`src/rtl/core/button_sequence_detector_defines.svh`:
```
// Assertion macros shared by the button sequence detector RTL.
// Depends on nothing; included by the files that carry assertions.
`ifndef BUTTON_SEQUENCE_DETECTOR_DEFINES_SVH
`define BUTTON_SEQUENCE_DETECTOR_DEFINES_SVH

// Clocked property with reset masking.
`define BSD_ASSERT(label, clk, rst, prop, msg) \
  label: assert property (@(posedge clk) disable iff (rst) prop) \
    else $error(msg);

// Plain expression that must hold at every clock edge outside reset.
`define BSD_ASSERT_ALWAYS(label, clk, rst, expr, msg) \
  `BSD_ASSERT(label, clk, rst, (expr), msg)

`endif

```
`src/rtl/core/bsd_pkg.sv`:
```
// Package of the button sequence detector: sizes, codes and bundled types.
// Depends on nothing; used by the channel interfaces and all modules.
`default_nettype none

package bsd_pkg;

  // Window geometry and field widths.
  localparam int WINDOW_LEN   = 8;
  localparam int BUTTON_BITS  = 4;
  localparam int WIN_BITS     = WINDOW_LEN * BUTTON_BITS;
  localparam int PATTERN_BITS = 32;
  localparam int PAT_EXT_BITS = (WIN_BITS > PATTERN_BITS) ? WIN_BITS : PATTERN_BITS;
  localparam int COUNT_BITS   = $clog2(WINDOW_LEN + 1);
  localparam int NUM_PATTERNS = 2;
  localparam int GROUP_BITS   = 4;
  localparam int REQ_BITS     = 2;
  localparam int CODE_BITS    = 4;
  localparam int CFG_IDX_BITS = 3;
  localparam int CFG_DATA_BITS = 32;

  // Request codes of an input item.
  typedef enum logic [REQ_BITS-1:0] {
    REQ_BUTTON  = 2'd0,
    REQ_CLEAR   = 2'd1,
    REQ_RESTART = 2'd2
  } req_t;

  // Configuration register indexes.
  typedef enum logic [CFG_IDX_BITS-1:0] {
    CFG_BUTTONS_ENABLED = 3'd0,
    CFG_PATTERN_FIRST   = 3'd1,
    CFG_PATTERN_SECOND  = 3'd2,
    CFG_EGG_ENABLE      = 3'd3,
    CFG_GROUP_FIRST     = 3'd4,
    CFG_GROUP_SECOND    = 3'd5,
    CFG_PERSISTENT_MASK = 3'd6
  } cfg_idx_t;

  typedef logic [WINDOW_LEN-1:0][BUTTON_BITS-1:0] window_t;

  typedef struct packed {
    logic                    buttons_enabled;
    logic [PATTERN_BITS-1:0] pattern_first;
    logic [PATTERN_BITS-1:0] pattern_second;
    logic [NUM_PATTERNS-1:0] egg_enable;
    logic [GROUP_BITS-1:0]   group_first;
    logic [GROUP_BITS-1:0]   group_second;
    logic [NUM_PATTERNS-1:0] persistent_mask;
  } cfg_t;

  typedef struct packed {
    window_t                 window;
    logic [COUNT_BITS-1:0]   count;
    logic [NUM_PATTERNS-1:0] unlocked;
    logic                    msg_pending;
    logic                    msg_index;
  } state_t;

  typedef struct packed {
    logic [REQ_BITS-1:0]  req_type;
    logic [CODE_BITS-1:0] button_code;
    logic                 pressed;
  } item_t;

  typedef struct packed {
    logic                    matched;
    logic                    matched_egg;
    logic                    newly_unlocked;
    logic [NUM_PATTERNS-1:0] unlocked_mask;
    logic                    have_message;
    logic                    message_egg;
  } result_t;

endpackage

`default_nettype wire

```
`src/rtl/core/bsd_channels.sv`:
```
// Valid/ready channel interfaces for button events and detector results.
// Depends on bsd_pkg for the field widths.
`default_nettype none

interface bsd_event_if;
  logic                          valid;
  logic                          ready;
  logic [bsd_pkg::REQ_BITS-1:0]  req_type;
  logic [bsd_pkg::CODE_BITS-1:0] button_code;
  logic                          pressed;

  modport source (output valid, req_type, button_code, pressed, input ready);
  modport sink   (input valid, req_type, button_code, pressed, output ready);
endinterface

interface bsd_result_if;
  logic                             valid;
  logic                             ready;
  logic                             matched;
  logic                             matched_egg;
  logic                             newly_unlocked;
  logic [bsd_pkg::NUM_PATTERNS-1:0] unlocked_mask;
  logic                             have_message;
  logic                             message_egg;

  modport source (output valid, matched, matched_egg, newly_unlocked, unlocked_mask,
                  have_message, message_egg, input ready);
  modport sink   (input valid, matched, matched_egg, newly_unlocked, unlocked_mask,
                  have_message, message_egg, output ready);
endinterface

`default_nettype wire

```
`src/rtl/core/bsd_step.sv`:
```
// Next-state and result logic of the button sequence detector for one item.
// Depends on bsd_pkg; instantiated by button_sequence_detector.
`default_nettype none

module bsd_step (
  input  bsd_pkg::cfg_t    cfg,
  input  bsd_pkg::state_t  state,
  input  bsd_pkg::item_t   item,
  output bsd_pkg::state_t  state_next,
  output bsd_pkg::result_t result
);

  logic                                push;
  logic                                full;
  logic [bsd_pkg::BUTTON_BITS-1:0]     code;
  bsd_pkg::window_t                    shifted;
  logic [bsd_pkg::PAT_EXT_BITS-1:0]    pat0_ext;
  logic [bsd_pkg::PAT_EXT_BITS-1:0]    pat1_ext;
  logic                                hit0;
  logic                                hit1;
  logic                                matched;
  logic                                egg;
  logic [bsd_pkg::GROUP_BITS-1:0]      win_group;
  logic [bsd_pkg::NUM_PATTERNS-1:0]    group_clr;
  logic [bsd_pkg::NUM_PATTERNS-1:0]    flags_kept;
  logic [bsd_pkg::NUM_PATTERNS-1:0]    egg_bit;

  // A full press enters the window as the newest entry; the oldest sits at index 0.
  assign code    = bsd_pkg::BUTTON_BITS'(item.button_code);
  assign push    = (item.req_type == bsd_pkg::REQ_BUTTON) && cfg.buttons_enabled &&
                   item.pressed &&
                   (state.count < bsd_pkg::COUNT_BITS'(bsd_pkg::WINDOW_LEN));
  assign full    = (state.count == bsd_pkg::COUNT_BITS'(bsd_pkg::WINDOW_LEN - 1));
  assign shifted = {code, state.window[bsd_pkg::WINDOW_LEN-1:1]};

  // Pattern bits beyond the register read as zero.
  assign pat0_ext = bsd_pkg::PAT_EXT_BITS'(cfg.pattern_first);
  assign pat1_ext = bsd_pkg::PAT_EXT_BITS'(cfg.pattern_second);
  assign hit0 = cfg.egg_enable[0] && (shifted == pat0_ext[bsd_pkg::WIN_BITS-1:0]);
  assign hit1 = cfg.egg_enable[1] && (shifted == pat1_ext[bsd_pkg::WIN_BITS-1:0]);

  // The first pattern wins when both match.
  assign matched = push && full && (hit0 || hit1);
  assign egg     = matched && !hit0;

  // Every pattern in the winner's nonzero group loses its unlock first.
  assign win_group  = egg ? cfg.group_second : cfg.group_first;
  assign group_clr  = {(win_group != '0) && (cfg.group_second == win_group),
                       (win_group != '0) && (cfg.group_first == win_group)};
  assign flags_kept = state.unlocked & ~group_clr;
  assign egg_bit    = {egg, !egg};

  // State update per request type.
  always_comb begin
    state_next = state;
    case (item.req_type)
      bsd_pkg::REQ_BUTTON: begin
        if (push) begin
          state_next.window = shifted;
          if (matched) begin
            state_next.count       = '0;
            state_next.unlocked    = flags_kept | egg_bit;
            state_next.msg_pending = 1'b1;
            state_next.msg_index   = egg;
          end else if (full) begin
            // No match: the window slides and stays one short of full.
            state_next.count = state.count;
          end else begin
            state_next.count = state.count + 1'b1;
          end
        end
      end
      bsd_pkg::REQ_CLEAR: begin
        state_next.unlocked = state.unlocked & cfg.persistent_mask;
      end
      bsd_pkg::REQ_RESTART: begin
        state_next.count       = '0;
        state_next.msg_pending = 1'b0;
        state_next.msg_index   = 1'b0;
      end
      default: begin
        state_next = state;
      end
    endcase
  end

  // Result fields reflect the state after this item.
  always_comb begin
    result.matched        = matched;
    result.matched_egg    = egg;
    result.newly_unlocked = matched && !(|(flags_kept & egg_bit));
    result.unlocked_mask  = state_next.unlocked;
    result.have_message   = state_next.msg_pending;
    result.message_egg    = state_next.msg_index;
  end

endmodule

`default_nettype wire

```
`src/rtl/core/button_sequence_detector.sv`:
```
// Top level of the button sequence detector: configuration registers, state
// registers and the result register. Depends on bsd_pkg, bsd_channels and bsd_step.
`default_nettype none
`include "button_sequence_detector_defines.svh"

// Full-press button events fill an eight-entry window of button codes; when the
// window becomes full it is compared with two configured patterns, the first
// enabled one that matches unlocks its egg, and the window empties, otherwise the
// oldest entry drops out. Each accepted item gives exactly one result in the next
// cycle. The block takes one item per cycle: all work for an item is done in a
// single pass of logic from the current state to the result register, and a new
// item is taken whenever that register is empty or its result is being taken in
// the same cycle. Configuration is written through cfg_we, cfg_index and
// cfg_data and must only change while no item is in flight.
module button_sequence_detector (
  input  wire logic                                 clk,
  input  wire logic                                 rst,
  input  wire logic                                 cfg_we,
  input  wire logic [bsd_pkg::CFG_IDX_BITS-1:0]     cfg_index,
  input  wire logic [bsd_pkg::CFG_DATA_BITS-1:0]    cfg_data,
  bsd_event_if.sink                                 events,
  bsd_result_if.source                              results
);

  bsd_pkg::cfg_t    cfg;
  bsd_pkg::state_t  state;
  bsd_pkg::state_t  state_next;
  bsd_pkg::item_t   item;
  bsd_pkg::result_t step_result;
  bsd_pkg::result_t res;
  logic             res_valid;
  logic             accept;

  // An item transfers when the result register is free or drains this cycle.
  assign events.ready = !res_valid || results.ready;
  assign accept       = events.valid && events.ready;

  assign item.req_type    = events.req_type;
  assign item.button_code = events.button_code;
  assign item.pressed     = events.pressed;

  bsd_step u_step (
    .cfg        (cfg),
    .state      (state),
    .item       (item),
    .state_next (state_next),
    .result     (step_result)
  );

  // Configuration register writes.
  always_ff @(posedge clk) begin
    if (rst) begin
      cfg.buttons_enabled <= 1'b0;
      cfg.pattern_first   <= '0;
      cfg.pattern_second  <= '0;
      cfg.egg_enable      <= '1;
      cfg.group_first     <= '0;
      cfg.group_second    <= '0;
      cfg.persistent_mask <= '1;
    end else if (cfg_we) begin
      case (cfg_index)
        bsd_pkg::CFG_BUTTONS_ENABLED: cfg.buttons_enabled <= cfg_data[0];
        bsd_pkg::CFG_PATTERN_FIRST:
          cfg.pattern_first <= cfg_data[bsd_pkg::PATTERN_BITS-1:0];
        bsd_pkg::CFG_PATTERN_SECOND:
          cfg.pattern_second <= cfg_data[bsd_pkg::PATTERN_BITS-1:0];
        bsd_pkg::CFG_EGG_ENABLE:
          cfg.egg_enable <= cfg_data[bsd_pkg::NUM_PATTERNS-1:0];
        bsd_pkg::CFG_GROUP_FIRST:
          cfg.group_first <= cfg_data[bsd_pkg::GROUP_BITS-1:0];
        bsd_pkg::CFG_GROUP_SECOND:
          cfg.group_second <= cfg_data[bsd_pkg::GROUP_BITS-1:0];
        bsd_pkg::CFG_PERSISTENT_MASK:
          cfg.persistent_mask <= cfg_data[bsd_pkg::NUM_PATTERNS-1:0];
        default: begin
        end
      endcase
    end
  end

  // Control state; the window entries themselves need no reset.
  always_ff @(posedge clk) begin
    if (accept) begin
      state.window <= state_next.window;
    end
    if (rst) begin
      state.count       <= '0;
      state.unlocked    <= '0;
      state.msg_pending <= 1'b0;
      state.msg_index   <= 1'b0;
    end else if (accept) begin
      state.count       <= state_next.count;
      state.unlocked    <= state_next.unlocked;
      state.msg_pending <= state_next.msg_pending;
      state.msg_index   <= state_next.msg_index;
    end
  end

  // Result register with valid flag.
  always_ff @(posedge clk) begin
    if (rst) begin
      res_valid <= 1'b0;
    end else if (accept) begin
      res_valid <= 1'b1;
    end else if (results.ready) begin
      res_valid <= 1'b0;
    end
  end

  always_ff @(posedge clk) begin
    if (accept) begin
      res <= step_result;
    end
  end

  assign results.valid          = res_valid;
  assign results.matched        = res.matched;
  assign results.matched_egg    = res.matched_egg;
  assign results.newly_unlocked = res.newly_unlocked;
  assign results.unlocked_mask  = res.unlocked_mask;
  assign results.have_message   = res.have_message;
  assign results.message_egg    = res.message_egg;

  // A match always empties the window.
  `BSD_ASSERT(a_match_empties, clk, rst,
    (accept && step_result.matched) |=> (state.count == '0),
    "window not emptied after a match")
  // The fill count never passes the window length.
  `BSD_ASSERT_ALWAYS(a_count_range, clk, rst,
    state.count < bsd_pkg::COUNT_BITS'(bsd_pkg::WINDOW_LEN),
    "window count out of range")
  // A reported match shows its egg unlocked and its message pending.
  `BSD_ASSERT(a_match_result, clk, rst,
    (results.valid && results.matched) |-> (results.unlocked_mask[results.matched_egg] &&
      results.have_message && (results.message_egg == results.matched_egg)),
    "match result inconsistent")
  // Button events leave the window alone while buttons are disabled.
  `BSD_ASSERT(a_disabled_hold, clk, rst,
    (accept && !cfg.buttons_enabled && (events.req_type == bsd_pkg::REQ_BUTTON)) |=>
      (state.count == $past(state.count)),
    "window changed with buttons disabled")

endmodule

`default_nettype wire

```
`src/flat_wrapper.sv`:
```
// flat-port wrapper written by rule: the top's interface ports become plain ports
module button_sequence_detector_flat 
  (clk, rst, cfg_we, cfg_index, cfg_data, events_valid, events_req_type, events_button_code, events_pressed, events_ready, results_valid, results_matched, results_matched_egg, results_newly_unlocked, results_unlocked_mask, results_have_message, results_message_egg, results_ready);
  bsd_event_if events_i ();
  bsd_result_if results_i ();
  input  wire logic clk;
  input  wire logic rst;
  input  wire logic cfg_we;
  input  wire logic [bsd_pkg::CFG_IDX_BITS-1:0] cfg_index;
  input  wire logic [bsd_pkg::CFG_DATA_BITS-1:0] cfg_data;
  input wire logic [$bits(events_i.valid)-1:0] events_valid;
  input wire logic [$bits(events_i.req_type)-1:0] events_req_type;
  input wire logic [$bits(events_i.button_code)-1:0] events_button_code;
  input wire logic [$bits(events_i.pressed)-1:0] events_pressed;
  output wire logic [$bits(events_i.ready)-1:0] events_ready;
  output wire logic [$bits(results_i.valid)-1:0] results_valid;
  output wire logic [$bits(results_i.matched)-1:0] results_matched;
  output wire logic [$bits(results_i.matched_egg)-1:0] results_matched_egg;
  output wire logic [$bits(results_i.newly_unlocked)-1:0] results_newly_unlocked;
  output wire logic [$bits(results_i.unlocked_mask)-1:0] results_unlocked_mask;
  output wire logic [$bits(results_i.have_message)-1:0] results_have_message;
  output wire logic [$bits(results_i.message_egg)-1:0] results_message_egg;
  input wire logic [$bits(results_i.ready)-1:0] results_ready;
  assign events_i.valid = events_valid;
  assign events_i.req_type = events_req_type;
  assign events_i.button_code = events_button_code;
  assign events_i.pressed = events_pressed;
  assign events_ready = events_i.ready;
  assign results_valid = results_i.valid;
  assign results_matched = results_i.matched;
  assign results_matched_egg = results_i.matched_egg;
  assign results_newly_unlocked = results_i.newly_unlocked;
  assign results_unlocked_mask = results_i.unlocked_mask;
  assign results_have_message = results_i.have_message;
  assign results_message_egg = results_i.message_egg;
  assign results_i.ready = results_ready;
  button_sequence_detector u_core (.clk(clk), .rst(rst), .cfg_we(cfg_we), .cfg_index(cfg_index), .cfg_data(cfg_data), .events(events_i), .results(results_i));
endmodule
```
`config.mk`:
```
export PLATFORM = sky130hd
export DESIGN_NAME = button_sequence_detector_flat
export DESIGN_NICKNAME = d
export VERILOG_FILES = /design/src/rtl/core/bsd_pkg.sv /design/src/rtl/core/bsd_channels.sv /design/src/rtl/core/bsd_step.sv /design/src/rtl/core/button_sequence_detector.sv /design/src/flat_wrapper.sv
export VERILOG_INCLUDE_DIRS = /design/src /design/src/rtl/core
export SDC_FILE = /design/constraint.sdc
export NUM_CORES = 1
export LEC_CHECK = 0
export BUFFER_PORTS_ARGS = -buffer_cell sky130_fd_sc_hd__buf_2
export CORE_UTILIZATION = 26
export CTS_CLUSTER_DIAMETER = 50
export DETAILED_ROUTE_END_ITERATION = 8
export PLACE_DENSITY = 0.37
export SLEW_MARGIN = 5
export SYNTH_ARGS = -nofsm -noshare
export SYNTH_HDL_FRONTEND = slang
export SYNTH_HIERARCHICAL = 1
export SYNTH_SLANG_ARGS = --single-unit
```
`constraint.sdc`:
```
create_clock -name clk -period 4.3 [get_ports clk]
set_input_delay 0.86 -clock clk [delete_from_list [all_inputs] [get_ports clk]]
set_output_delay 0.86 -clock clk [all_outputs]
set_load 0.05 [all_outputs]
```
# Yosys cells after proc, flatten, opt, wreduce, memory -nomap -nowiden
# Cells that the tools add are included.
[classes]
n_addsub = 1
magnitude_cmp = 1
eq_ne = 15
mux = 10
bitwise_logic = 5
n_reduce_logical = 33
[op_table]
columns = ["op", "count"]
rows = [
  ["32-bit equality test", 2],
  ["4-bit two-way mux", 4],
  ["2-bit AND reduction", 7],
  ["1-bit logical AND", 12],
  ["3-bit equality test (second input constant)", 3],
  ["4-bit equality test", 2],
  ["8-bit two-way mux", 1],
  ["2-bit case mux with 2 select lines", 2],
  ["4-bit case mux with 2 select lines", 1],
  ["2-bit bitwise AND", 3],
  ["3-bit by 2-bit equality test with 1-bit output (second input constant)", 2],
  ["4-bit by 1-bit adder with 4-bit output (second input constant)", 1],
  ["4-bit by 3-bit equality test with 1-bit output (second input constant)", 1],
  ["1-bit zero test", 4],
  ["4-bit < comparator (second input constant)", 1],
  ["4-bit AND reduction", 1],
  ["2-bit nonzero test", 2],
  ["4-bit nonzero test", 1],
  ["3-bit by 1-bit equality test with 1-bit output (second input constant)", 1],
  ["3-bit zero test", 1],
  ["3-bit != test (second input constant)", 1],
  ["3-bit AND reduction", 1],
  ["2-bit by 1-bit equality test with 1-bit output (second input constant)", 1],
  ["2-bit equality test (second input constant)", 1],
  ["other kinds (7)", 9],
]
[totals]
register_bits = 121
inputBits = 47
output_inout_bits = 9
wordCells = 90

# Depth between registers and ports, before layout
# Gate-level depths: netlist (run 1).
[logic_depth]
word_depth = 16
depth_mapped = 10
mapped_depth_nobuf = 9

# Cells and area by module
# The synthesis (run 1) kept the hierarchy.
[by_module_without_submodules]
columns = ["mod", "instances", "cells_per_inst", "area_per_inst_um2", "seq_area_each_um2"]
rows = [
  ["button_sequence_detector", 1, 418, 4533.1, 2892.8],
  ["bsd_step", 1, 180, 1473.9, 0.0],
]

# Worst setup path after synthesis (run 1)
# Ideal clock, no wire load.
[synth_timing]
path_type = "input port to flip-flop"
startpoint = "input events_req_type[1]"
endpoint = "register u_core/state[3] (netlist name)"
setup_ps = 73
arrival_ps = 2942
required_ps = 4227
path_slack_ps = 1286
stages = 10
n_path_buf = 2
path_cell_list = "clkbuf_1 -> nor4_1 -> nand3_1 -> nor4_2 -> nor2b_2 -> mux2_4 -> o311ai_2 -> buf_4 -> nand3_1 -> a21oi_1"
[synth_rtl]
columns = ["item", "line_no", "rtl"]
rows = [
  ["from (decl)", "flat_wrapper.sv:12", "input wire logic [$bits(events_i.req_type)-1:0] events_req_type;"],
]

==> impl_metrics.tcl, run 1 <==
set metrics [dict create \
    path_max_fanout 4 \
    reg2reg_to "u_core/state[3]$_SDFFE_PP0P_" \
    end_kind "flip-flop" \
    max_slew.worst_pin.slew_ns 0.958 \
    yosys_warnings 6 \
    place_ws_ns 0.994 \
    worst_slack_ns 1.38 \
    fmax_mhz 343 \
    postRouteAntennaNets 0 \
    grt_max_degree 68 \
    start_util_pct 26.6 \
    slowest_stage "edfxtp_1" \
    insertion_delay_ns 0.43 \
    dp_hpwl_um 11100 \
    boundaryPins 56 \
    post_cts_buffers 0 \
    nets 673 \
    hold_viol 0 \
    post_synth_instance_area_um2 5840 \
    fill_cells 2306 \
    cts_buffer_depth 2 \
    skew_ns 0.0129 \
    finalSetupTns_ns 0 \
    drive_gt1_share_pct 29.3 \
    fin_crit_ns 2.92 \
    vias_per_cell 4.61 \
    chipWidth_um 152 \
    relSlewSlack_pct 36.2 \
    io_buffers 55 \
    cellPowerDensity_nw_per_um2 427 \
    h-tree-depth 4 \
    tritoncts "built" \
    maxSlewViolCount 0 \
    area_delta_synth_final_pct 17.2 \
    dr_total_vias 4236 \
    crit_type "reg -> reg" \
    p_leak_nw 2.48 \
    period_share_pct 67.9 \
    syn_avg_cell_area_um2 9.90 \
    grt_overflow 0 \
    wl_per_cell_um 17.5 \
    maxCapViolations 0 \
    drt-initial-drc-count 228 \
    r2r_slack_ns 1.38 \
    cp-startpoint "u_core/state[16]$_DFFE_PP_" \
    core-area_um2 22000 \
    netlist_instances 590 \
    synth.net_count 638 \
    hold_class "reg -> reg" \
    num_antenna_cells 0 \
    crit_path_end "u_core/state[3]$_SDFFE_PP0P_" \
    crit_path_frequent_cell "nand3_1" \
    setup_viol 0 \
    dieArea_um2 23100 \
    p_total_mw 2.92 \
    totalWireLength_um 16100 \
    cp_cell_sequence "xor2_1 > nor4_1 > nand3_1 > nor4_2 > nor2b_2 > mux2_4 > o311ai_2 > nand3_1 > a21oi_1" \
    crit_arrival_ns 3.26 \
    clk_pin_slew_ns 0.06 \
    status "finished with violations" \
    grt_pass1_wl_um 25600 \
    ir_drop_mv 0.214 \
    r2r.worst_path.cells 9 \
    grtUsageTotal_pct 14.6 \
    drcViolationCount 4 \
    first_global_vias 4266 \
    first_pass_iters 7 \
    routabilityCongestion 0.721 \
    cts_root_buffer "clkbuf_16" \
    fin_util_pct 31.2 \
    cts_made_buffers 17 \
    antenna_found_initial 0 \
    cts_hold_buffers 0 \
    critPathRequiredTime_ns 4.64 \
    clock-sinks 121 \
    rsz0062_at_grt "false" \
    cts_resized 0 \
    max_stage_delay_ns 0.44 \
    timing.rr.start "u_core/state[16]$_DFFE_PP_" \
    floorplan.rows 54 \
    violations "DRC" \
    fp.dieH_um 152 \
    worstSetupStartpointType "flip-flop" \
]
[where the power goes]
group / internal, mW / switching, mW / leakage [nW] / total, mW
clock: 0.912 / 0.550 / 0.298 / 1.46
sequential: 1.21 / 0.0363 / 1.04 / 1.25
combinational: 0.0737 / 0.135 / 1.15 / 0.209
[final cells by class]
class | instances | area [um2] | share of cell area (%)
timing repair buffer | 62 | 330 | 4.82
clock buffer | 17 | 425 | 6.21
tap | 280 | 350 | 5.12
clock inverter | 15 | 174 | 2.54
inverter | 3 | 11.3 | 0.164
sequential | 121 | 2770 | 40.5
multi-input combinational | 420 | 2780 | 40.6
[worst min path at each step]
stage | from | to | slack (ns) | depth (start not counted)
3_3_place_gp | u_core/cfg[43]$_SDFFE_PP0P_ | u_core/cfg[43]$_SDFFE_PP0P_ | 0.46 | 2
3_5_place_dp | u_core/cfg[43]$_SDFFE_PP0P_ | u_core/cfg[43]$_SDFFE_PP0P_ | 0.46 | 2
6_report | u_core/cfg[17]$_SDFFE_PP0P_ | u_core/cfg[17]$_SDFFE_PP0P_ | 0.47 | 2
4_1_cts | u_core/cfg[43]$_SDFFE_PP0P_ | u_core/cfg[43]$_SDFFE_PP0P_ | 0.47 | 2
5_1_grt | u_core/cfg[20]$_SDFFE_PP0P_ | u_core/cfg[20]$_SDFFE_PP0P_ | 0.50 | 2
2_1_floorplan | u_core/cfg[12]$_SDFFE_PP0P_ | u_core/cfg[12]$_SDFFE_PP0P_ | 0.45 | 2
[through the flow]
stage	cells	hold WS [ns]	instance area [um2]
5_1_grt	918	0.496	6850
6_report	918	0.471	6850
2_1_floorplan	590	0.448	5840
3_5_place_dp	886	0.465	6250
3_3_place_gp	886	0.464	6250
4_1_cts	918	0.472	6850
[sequential cells by signal (all words and copies together) (netlist names)]
register                       flops
u_core/results.matched             1
u_core/results.valid               1
u_core/cfg                        77
u_core/results.message_egg         1
u_core/results.newly_unlocked      1
u_core/results.unlocked_mask       2
u_core/results.have_message        1
u_core/results.matched_egg         1
u_core/state                      36
[placed cells by master, fill, tap and decap left out, drive strengths merged, types with 2 or more instances in the layout]
cell / instances
a21bo: 8
a21oi: 81
a31o: 3
and2: 2
and4bb: 3
buf: 62
bufinv: 3
clkbuf: 17
clkinv: 7
dfxtp: 86
edfxtp: 35
inv: 7
mux2: 29
mux2i: 9
nand2: 136
nand3: 14
nand4: 4
nand4b: 3
nand4bb: 2
nor2: 16
nor3: 7
nor4: 18
nor4b: 2
o211ai: 2
o21ai: 3
o22a: 2
xnor2: 8
xor2: 60
[per-layer routing]
layer  global-route usage [%]  vias to the layer above  wire length (um)
met2                     21.6                       66              6890
met3                     3.91                       15               537
met5                        0                        -                 0
met4                     4.23                        0               168
met1                     20.8                     2064              8510
li1                         -                     2091                 -
[worst max-delay path: cells and delay by family, from the launching register on]
family | cells | cell delay (ns)
AND/OR/NAND/NOR | 5 | 1.45
AO/OA/AOI/OAI | 2 | 0.42
XOR/XNOR | 1 | 0.20
multiplexers | 1 | 0.33
flip-flops | 1 | 0.44
Note: power is estimated with default switching activity, not from simulation.
==> run 2: changes to the inputs <==
--- a/config.mk
+++ b/config.mk
@@ -6,6 +6,7 @@
 export SDC_FILE = /design/constraint.sdc
 export NUM_CORES = 1
 export LEC_CHECK = 0
+export ABC_AREA = 1
 export BUFFER_PORTS_ARGS = -buffer_cell sky130_fd_sc_hd__buf_2
 export CORE_UTILIZATION = 26
 export CTS_CLUSTER_DIAMETER = 50
==> constraint.sdc (replaced) <==
create_clock -name clk -period 2.99 [get_ports clk]
set_input_delay 0.598 -clock clk [delete_from_list [all_inputs] [get_ports clk]]
set_output_delay 0.598 -clock clk [all_outputs]
set_load 0.05 [all_outputs]
==> run 2 against run 1 <==
  * The flow still finishes with violations (DRC)
  * Largest power group unchanged
  * Total power is 51% higher
  * Hold slack worse by 0.11 ns
  * Synthesized area is 14% higher
  * Largest cell class unchanged
  * Critical path depth is 9 higher
==> impl_metrics.tcl, run 2 <==
set metrics [dict create \
    cellPowerDensity_nw_per_um2 570 \
    maxSlewViolCount 0 \
    clk_pin_slew_ns 0.06 \
    cts_made_buffers 17 \
    drive_gt1_share_pct 12.8 \
    tritoncts "built" \
    netlist_instances 980 \
    postRouteAntennaNets 0 \
    area_delta_synth_final_pct 16.1 \
    floorplan.rows 58 \
    worstHoldStart "rst" \
    grt_max_degree 86 \
    totalWireLength_um 19700 \
    path_max_fanout 12 \
    grtUsageTotal_pct 16.2 \
    core-area_um2 25100 \
    setup_viol 0 \
    largest-register "u_core/cfg" \
    finalHoldWorstSlack_ns 0.357 \
    maxCapViolations 0 \
    crit_arrival_ns 2.96 \
    boundaryPins 56 \
    chipWidth_um 162 \
    drt-initial-drc-count 303 \
    largest_reg_flops 77 \
    dp_hpwl_um 14100 \
    antenna_found_initial 0 \
    final_cell_mix "nand2_1, nor2_1, inv_1" \
    syn_avg_cell_area_um2 6.79 \
    post_cts_buffers 0 \
    worstSetupStartpointType "flip-flop" \
    fmax_mhz 379 \
    synth.net_count 1028 \
    cts_root_buffer "clkbuf_16" \
    routabilityCongestion 0.825 \
    cp-startpoint "u_core/state[16]$_DFFE_PP_" \
    p_total_mw 4.41 \
    violations "DRC" \
    nets 1070 \
    met1_usage_pct 22.6 \
    fin_crit_ns 2.64 \
    cts_buffer_depth 2 \
    layout_commonest_cell "nand2_1" \
    max_slew.worst_pin.slew_ns 0.553 \
    finalSetupTns_ns 0 \
    relSlewSlack_pct 63.0 \
    end_kind "flip-flop" \
    status "finished with violations" \
    vias_per_cell 4.37 \
    cts_hold_buffers 0 \
    cts_resized 0 \
    placed_cell_area_um2 7130 \
    post_synth_instance_area_um2 6650 \
    grt_pass1_wl_um 32300 \
    timing.rr.start "u_core/state[16]$_DFFE_PP_" \
    p_leak_nw 3.40 \
    clock-sinks 121 \
    skew_ns 0.00922 \
    insertion_delay_ns 0.43 \
    crit_type "reg -> reg" \
    hold_class "in -> reg" \
    first_pass_iters 7 \
    start_util_pct 26.5 \
    critPathRequiredTime_ns 3.31 \
    dieArea_um2 26200 \
    first_global_vias 5839 \
    grt_overflow 0 \
    busiest_layer "met2" \
    ir_drop_mv 0.344 \
    num_antenna_cells 0 \
    yosys_warnings 6 \
    grt.met3_usage_pct 2.78 \
    wl_per_cell_um 14.5 \
    fp.dieH_um 162 \
    io_buffers 55 \
    rsz0062_at_grt "false" \
    globalRouteMet2Util_pct 25.4 \
    dr_total_vias 5969 \
    period_share_pct 88.2 \
    drcViolationCount 2 \
    fin_util_pct 30.8 \
    h-tree-depth 4 \
    final_area_um2 7720 \
    hold_viol 0 \
]
[run 2: final timing paths]
path / to / slack, ns / cells past startpoint
worst min register to register: u_core/cfg[65]$_SDFFE_PP0P_ / 0.49 / 2
worst min-delay path: u_core/results.valid$_SDFFE_PP0P_ / 0.36 / 2
worst max-delay path: u_core/state[3]$_SDFFE_PP0P_ / 0.35 / 18
worst max register to register: u_core/state[3]$_SDFFE_PP0P_ / 0.35 / 18
[run 2: power breakdown]
| group | switching (mW) | internal [mW] |
|---|---|---|
| Combinational | 0.310 | 0.164 |
| Sequential | 0.0722 | 1.77 |
| Clock | 0.848 | 1.24 |
| Total | 1.23 | 3.18 |
[run 2: cell type report]
cell class / instances / area, um2
fill: 2906 / 17400
tap: 330 / 413
inverter: 124 / 465
clock buffer: 17 / 425
clock inverter: 15 / 165
timing repair buffer: 67 / 390
multi-input combinational: 691 / 3090
sequential: 121 / 2770
[run 2: through the flow]
stage | setup WS (ns) | instances
6_report | 0.354 | 1365
5_1_grt | 0.00534 | 1365
4_1_cts | 0.330 | 1365
3_5_place_dp | 0.126 | 1333
3_3_place_gp | 0.170 | 1333
2_1_floorplan | 0.376 | 980
[run 2: worst max-delay path, stage by stage, from the launching register on]
cell      delay (ns)
edfxtp_1        0.42
xnor2_1         0.33
nand2_1         0.14
nor3_1          0.16
nand3_1         0.21
nor2_4          0.21
buf_4           0.20
nand3_1         0.08
nand2_1         0.07
nor2_1          0.04
nand2_1         0.07
nand3_1         0.07
nand2_1         0.08
nand2_1         0.05
nand2_1         0.05
nand2_1         0.05
nand3b_1        0.15
nand2_1         0.07
nor2_1          0.04
[run 2: routing by layer]
layer  routed length, um  vias up  part of all wire [%]
met5                   0        -                     0
met4                 227        0                   1.1
met3                 660       15                   3.3
met2                8740      102                    44
met1               10100     2739                    51
li1                    -     3113                     -
==> run 3: changes to the inputs <==
--- a/config.mk
+++ b/config.mk
@@ -11,7 +11,7 @@
 export CORE_UTILIZATION = 26
 export CTS_CLUSTER_DIAMETER = 50
 export DETAILED_ROUTE_END_ITERATION = 8
-export PLACE_DENSITY = 0.37
+export PLACE_DENSITY = 0.39
 export SLEW_MARGIN = 5
 export SYNTH_ARGS = -nofsm -noshare
 export SYNTH_HDL_FRONTEND = slang
==> constraint.sdc (replaced) <==
create_clock -name clk -period 2.15 [get_ports clk]
set_input_delay 0.43 -clock clk [delete_from_list [all_inputs] [get_ports clk]]
set_output_delay 0.43 -clock clk [all_outputs]
set_load 0.05 [all_outputs]
==> run 3 against run 2 <==
  * The run ends with DRC, setup timing left
  * Hold slack got worse by 0.16 ns
  * Global-route usage grew 0.36 points
  * Design area up 13%
  * Largest power group unchanged
==> impl_metrics.tcl, run 3 (same netlist as run 2, synthesis figures left out) <==
set metrics [dict create \
    hold_class "in -> reg" \
    drive_gt1_share_pct 23.7 \
    cts_made_buffers 17 \
    fin_util_pct 34.7 \
    chipWidth_um 162 \
    max_stage_delay_ns 0.42 \
    tritoncts "built" \
    dieArea_um2 26200 \
    clock-sinks 121 \
    area_delta_synth_final_pct 30.9 \
    fin_crit_ns 2.45 \
    clkPwrFrac_pct 44.9 \
    fp.dieH_um 162 \
    p_leak_nw 3.89 \
    skew_ns 0.00930 \
    route.met3.wl_um 542 \
    fmax_mhz 408 \
    grt_pass1_wl_um 33200 \
    violations "DRC, setup timing" \
    worst_slack_ns -0.303 \
    worstHoldStart "rst" \
    cp-startpoint "u_core/state[16]$_DFFE_PP_" \
    vias_per_cell 4.29 \
    place_ws_ns -0.591 \
    wl_met2_um 9160 \
    worstSetupStartpointType "flip-flop" \
    layout_commonest_cell "nand2_1" \
    grtUsageTotal_pct 16.6 \
    grt_max_degree 86 \
    num_antenna_cells 0 \
    rsz0062_at_grt "true" \
    start_util_pct 26.5 \
    postRouteAntennaNets 0 \
    max_slew.worst_pin.slew_ns 0.516 \
    drt-met1-wl_um 10400 \
    dp_hpwl_um 14300 \
    p_comb_share_pct 13.5 \
    critPathRequiredTime_ns 2.46 \
    status "finished with violations" \
    clk_pin_slew_ns 0.06 \
    nets 1149 \
    drt-initial-drc-count 311 \
    first_pass_iters 7 \
    end_kind "flip-flop" \
    totalWireLength_um 20400 \
    grt_overflow 0 \
    wl_per_cell_um 14.1 \
    crit_arrival_ns 2.77 \
    floorplan.rows 58 \
    finalHoldWorstSlack_ns 0.194 \
    period_share_pct 114 \
    final_cell_mix "nand2_1, nor2_1, inv_1" \
    power.internal_mw 4.48 \
    slowest_stage "edfxtp_1" \
    cellPowerDensity_nw_per_um2 705 \
    hold_viol 0 \
    path_delay_family "simple AND/OR/NAND/NOR gates" \
    cts_buffer_depth 2 \
    first_global_vias 6227 \
    fill_cells 2817 \
    timing.rr.start "u_core/state[16]$_DFFE_PP_" \
    boundaryPins 56 \
    path_buf_inv 2 \
    path_max_fanout 7 \
    antenna_found_initial 0 \
    h-tree-depth 4 \
    routabilityCongestion 0.780 \
    setup_viol 12 \
    insertion_delay_ns 0.42 \
    maxCapViolations 0 \
    core-area_um2 25100 \
    cts_hold_buffers 0 \
    ir_drop_mv 0.448 \
    crit_type "reg -> reg" \
    sw_frac_of_total_pct 27.1 \
    drcViolationCount 2 \
    cp_cell_sequence "xnor2_1 > buf_4 > nand2_1 > nor3_2 > nand3_2 > nor2_4 > nand2_4 > buf_12 > nand3_1 > nand2_1 > nor2_1 > nand3_1 > nand2_1 > nand2_1 > nand2_1 > nand2_1 > nand3b_1 > nand2_1 > nor2_1" \
    pwr-share-seq_pct 41.6 \
    largest_reg_flops 77 \
    relSlewSlack_pct 65.5 \
    largest-register "u_core/cfg" \
    io_buffers 55 \
    cts_root_buffer "clkbuf_16" \
    top_layer_used "met4" \
    switching_power_mw 1.66 \
    dr_total_vias 6198 \
    crit_path_frequent_cell "nand2_1" \
    maxSlewViolCount 0 \
]
==> run 3: metal layers <==
layer / GRT usage, % / vias to the layer above
met2: 26.3 / 68
met4: 4.59 / 0
met5: 0 / -
met3: 2.91 / 15
li1: - / 3283
met1: 23.0 / 2832
==> run 3: what timing repair did <==
item | in CTS | in global routing
gates cloned | 1 | 0
pin swaps | 9 | 29
buffers inserted | 14 | 7
gates resized for setup | 40 | 45
endpoints found under the setup margin | 14 | 19
==> run 3: area by class of cell <==
class / count / area, um2 / area share (%)
clock buffer: 24 / 514 / 5.91
tap: 330 / 413 / 4.74
clock inverter: 8 / 60.1 / 0.690
inverter: 124 / 489 / 5.62
multi-input combinational: 691 / 3370 / 38.7
sequential: 121 / 2770 / 31.9
timing repair buffer: 146 / 1090 / 12.5
==> run 3: stage by stage <==
step | power (mW) | setup TNS, ns | cells | cell area, um2
6_report | 6.14 | -2.00 | 1444 | 8700
5_1_grt | 6.45 | -4.04 | 1444 | 8700
4_1_cts | 6.22 | -2.27 | 1439 | 8530
3_5_place_dp | 3.38 | -5.26 | 1393 | 7700
3_3_place_gp | 3.39 | -4.87 | 1393 | 7700
2_1_floorplan | 3.07 | -0.450 | 980 | 6720
==> run 3: power by group through the flow <==
stage	registers [mW]	clock network (mW)	logic [mW]
floorplan	2.61	0	0.461
global placement	2.61	0	0.781
detailed placement	2.61	0	0.778
CTS	2.56	2.84	0.816
global route	2.57	2.94	0.935
finish	2.56	2.75	0.829
==> run 3: final timing paths <==
path | to | slack (ns) | cells after the start
max reg2reg | u_core/state[3]$_SDFFE_PP0P_ | -0.30 | 19
min reg2reg | u_core/cfg[45]$_SDFFE_PP0P_ | 0.48 | 2
min | u_core/results.valid$_SDFFE_PP0P_ | 0.19 | 2
max | u_core/state[3]$_SDFFE_PP0P_ | -0.30 | 19
